<file path="src/design/htw_pkg.sv">
`timescale 1ns / 1ps
package htw_pkg;
    localparam int WHEEL_SLOTS = 256;
    localparam int SLOT_DEPTH  = 8;
    localparam int SLOT_W  = $clog2(WHEEL_SLOTS);
    localparam int POS_W   = (SLOT_DEPTH > 1) ? $clog2(SLOT_DEPTH) : 1;
    localparam int FILL_W  = $clog2(SLOT_DEPTH + 1);
    localparam int ROUND_W = (16 - SLOT_W > 0) ? 16 - SLOT_W : 1;
    localparam int ADDR_W  = SLOT_W + POS_W;
    localparam int DEPTH   = WHEEL_SLOTS * SLOT_DEPTH;

    localparam logic [1:0] KIND_INSERT  = 2'd0;
    localparam logic [1:0] KIND_TICK    = 2'd1;
    localparam logic [1:0] KIND_CANCEL  = 2'd2;
    localparam logic [1:0] KIND_IGNORED = 2'd3;

    localparam logic [2:0] ST_INSERTED  = 3'd0;
    localparam logic [2:0] ST_FULL      = 3'd1;
    localparam logic [2:0] ST_CANCELLED = 3'd2;
    localparam logic [2:0] ST_NOTFOUND  = 3'd3;
    localparam logic [2:0] ST_TICK      = 3'd4;

    // Command handed from the front end to the wheel engine
    typedef struct packed {
        logic [1:0]  kind;
        logic [15:0] handle;
        logic [15:0] due;
    } htw_cmd_t;

    // Stored entry
    typedef struct packed {
        logic [15:0]        handle;
        logic [15:0]        due;
        logic [ROUND_W-1:0] rounds;
    } htw_entry_t;

    // One result beat
    typedef struct packed {
        logic [2:0]  status;
        logic [15:0] handle;
        logic        hvalid;
        logic        last;
    } htw_res_t;
endpackage

</file>
<file path="src/design/htw_front.sv">
`timescale 1ns / 1ps
module htw_front import htw_pkg::*; (
    input  logic     aclk,
    input  logic     aresetn,
    input  logic     in_valid,
    output logic     in_ready,
    input  htw_cmd_t in_cmd,
    output logic     q_valid,
    input  logic     q_ready,
    output htw_cmd_t q_cmd
);
    // Two-entry queue; unknown kinds are dropped at the door
    htw_cmd_t  mem_reg [2];
    logic      wp_reg, rp_reg;
    logic [1:0] cnt_reg;
    logic push, pop;

    assign in_ready = (cnt_reg != 2'd2);
    assign push = in_valid && in_ready && (in_cmd.kind != KIND_IGNORED);
    assign q_valid = (cnt_reg != 2'd0);
    assign pop = q_valid && q_ready;
    assign q_cmd = mem_reg[rp_reg];

    always_ff @(posedge aclk) begin
        if (push) mem_reg[wp_reg] <= in_cmd;
        if (!aresetn) begin
            wp_reg <= 1'b0; rp_reg <= 1'b0; cnt_reg <= 2'd0;
        end else begin
            if (push) wp_reg <= ~wp_reg;
            if (pop) rp_reg <= ~rp_reg;
            cnt_reg <= cnt_reg + {1'b0, push} - {1'b0, pop};
        end
    end
endmodule

</file>
<file path="config.mk">
export PLATFORM = sky130hd
export DESIGN_NAME = htw_front
export DESIGN_NICKNAME = d
export VERILOG_FILES = /design/src/design/htw_pkg.sv /design/src/design/htw_front.sv
export SDC_FILE = /design/constraint.sdc
export NUM_CORES = 1
export LEC_CHECK = 0
export BUFFER_PORTS_ARGS = -buffer_cell sky130_fd_sc_hd__buf_2
export CORE_MARGIN = 3
export CORE_UTILIZATION = 40
export DETAILED_ROUTE_END_ITERATION = 7
export PLACE_DENSITY = 0.66
export SYNTH_ARGS = -nofsm -noshare
export SYNTH_HDL_FRONTEND = slang
export SYNTH_SLANG_ARGS = --single-unit
</file>
<file path="constraint.sdc">
create_clock -name aclk -period 2.9 [get_ports aclk]
set_clock_uncertainty 0.2 [all_clocks]
set_input_delay 0.145 -clock aclk [delete_from_list [all_inputs] [get_ports aclk]]
set_output_delay 0.145 -clock aclk [all_outputs]
set_load 0.01 [all_outputs]
</file>
==> results.cfg <==
[synthesis]
synthAdderAreaFrac_pct = 0.878
synthSimpleGateAreaFrac_pct = 2.24
synth_xor_xnor_area_share_pct = 0.922
yosys-mux-area-fraction_pct = 17.7
syn-num-nets = 172
ys_ff_latch = 73
synth_area_mm2 = 0.00285
syn_inst = 132
synth.distinct_cells = 18
synth_top_area_share_pct = 71.6
syn_avg_cell_area_um2 = 21.6
ys_warn_count = 0
synth_compound_gate_area_share_pct = 0.307
synthDominantAreaCellType = edfxtp_1
netlist_top_cells_area = edfxtp_1 (72%), mux2_4 (16%), dfxtp_1 (3.5%)
synth_top_family_by_area = multiplexers
ys_seq_area_share_pct = 75.2

[placement]
globalplace.congestion = 0.657
port_buffers = 73
dp_cells = 300
place_hpwl_mm = 3.19
placed_area_mm2 = 0.00334

[timing]
slew_violations = 0
tightest_slew_ps = 531
relSlewSlack_pct = 64.5
fin_crit_sh_pct = 72.6
rsz0062_at_grt = no
tns_ps = 0
min_period_ps = 2100
finalSetupViolCount = 0
finalHoldViolations = 0
fmax_mhz = 475

[clocking]
cts_sinks = 73
cts_buffers = 9
cts_setup_buffers = 0
cts_root_buf = clkbuf_8
h-tree-depth = 3
clock_latency_ps = 340
path_clk_slew_ps = 70
cts_tree = yes
cts_buffer_depth = 2

[die]
die_x_um = 90.4
rows = 30
die_h_um = 90.4
die_area_mm2 = 0.00817
core_mm2 = 0.00687
initial_core_util_pct = 41.5
ioPinCount = 74

[detailed_routing]
drc_errors = 0
vias = 1542
drt-vias-per-instance = 4.39
routed_wl_mm = 4.96
post_drt_wl_per_cell_um = 14.1
drtIter0Drc = 32
detail-route-antenna-nets = 0
first_pass_iters = 3

[power]
peakVddDrop_mv = 0.369
p_per_area_mw_per_mm2 = 778
p_leak_nw = 1.55

[hold_path]
worstHoldPathType = primary input to flip-flop

[worst_setup_path]
worstPathCellList = buf_12 -> mux2_2 -> buf_2
cp-end-kind = output port
cp_slowest_cell = dfxtp_2
slowest_delay_ps = 660
criticalPathCategory = flip-flop to output port
worst-path-buf-inv = 2
worstPathArrival_ps = 1760
cp_max_fo = 20
critPathRequiredTime_ps = 2560
worstSetupStartpointType = flip-flop
ff2ff_setup_slack_ps = 880
critPathTopFamily = flip-flops

[cells_and_area]
antenna_cells = 0
nNetsFinal = 290
drive_gt1_share_pct = 51.4
design_area_mm2 = 0.00394
syn2layout_area_growth_pct = 38.1
final_cells = 351
largest_reg_flops = 68

[grt]
grt_pass1_wl_mm = 7.79
antenna_found_initial = 0
grt_pass1_vias = 1673
globalRouteOverflowTotal = 0
grt_start_max_net_pins = 21
grtUsageTotal_pct = 12.8

[status]
status = complete, no violations

[flow_run]
max_cap_violations = 0
-- cell families after synthesis --
family	after synthesis
adders and majority gates	2
and+or+nand+nor	12
muxes	35
xor gates and xnor gates	3
AOI/OAI and AO/OA	1
buffers and inverters	6
DFF	73
-- layer usage --
metal | wire length, um | GRT usage, % | up-vias
li1 | - | - | 743
met1 | 1930 | 13.2 | 742
met2 | 2660 | 22.3 | 42
met3 | 219 | 4.33 | 15
met4 | 153 | 7.65 | 0
met5 | 0 | 0 | -
-- final timing paths --
path / startpoint / end / cells after the start
setup reg to reg: cnt_reg[0]$_SDFF_PN0_ / cnt_reg[1]$_SDFF_PN0_ / 8
hold / removal: q_ready / flip-flop / 4
setup / recovery: flip-flop / q_cmd[1] / 3
hold reg to reg: wp_reg$_SDFFE_PN0N_ / wp_reg$_SDFFE_PN0N_ / 2
-- Yosys cell counts --
cell type,instances
and2_1,2
inv_1,2
buf_12,3
nor2b_1,2
mux2_2,4
nand2b_2,1
xnor2_1,3
mux2_4,30
edfxtp_1,68
nor2_1,2
or2_2,1
o21a_2,1
buf_6,1
nand2_1,3
nand3_1,1
mux2i_1,1
ha_1,2
dfxtp_1,5
-- timing repair --
item,4_1_cts,5_1_grt
endpoints found under the hold margin,73,0
hold buffers,35,0
gates resized for setup,0,0
-- worst min-delay path: stages --
cell and delay, ps:
buf_2 80, o21a_2 140, xnor2_1 80, nor2b_1 100
-- stage by stage --
stage	hold WS [ps]	setup slack (ps)	total power, mW	utilization (%)
floorplan	43.9	166	1.90	-
global placement	133	931	2.10	48.6
detailed placement	140	869	2.12	48.6
CTS	23.3	736	3.10	57.3
global route	43.7	699	3.20	57.3
finish	29.8	795	3.06	57.3
-- area by class of cell --
type,count,area (um2)
inverter,2,7.51
fill,539,2930
sequential,73,2140
multi-input combinational,53,644
clock buffer,11,141
clock inverter,5,103
tap,96,120
timing repair buffer,111,776
-- power breakdown --
part           switching [mW]  internal, mW  total [mW]
Clock                   0.358         0.594       0.952
Sequential             0.0729          1.29        1.36
Combinational           0.322         0.431       0.752
Total                   0.753          2.31        3.06
-- placed cells by master, fill, tap and decap left out --
cell type / netlist / final
and2_1: 2 / 2
buf_12: 3 / 3
buf_2: 0 / 73
bufinv_16: 0 / 3
clkbuf_1: 0 / 1
clkbuf_8: 0 / 10
clkinv_2: 0 / 1
clkinvlp_4: 0 / 1
dfxtp_1: 5 / 4
dfxtp_2: 0 / 1
dlygate4sd3_1: 0 / 35
edfxtp_1: 68 / 68
ha_1: 2 / 2
inv_1: 2 / 2
mux2_2: 4 / 4
mux2_4: 30 / 30
mux2i_1: 1 / 1
nand2_1: 3 / 3
nand2b_2: 1 / 1
nand3_1: 1 / 1
nor2_4: 0 / 2
nor2b_1: 2 / 2
o21a_2: 1 / 1
or2_2: 1 / 1
xnor2_1: 3 / 3
No activity file was read; power rests on OpenSTA's default activity.
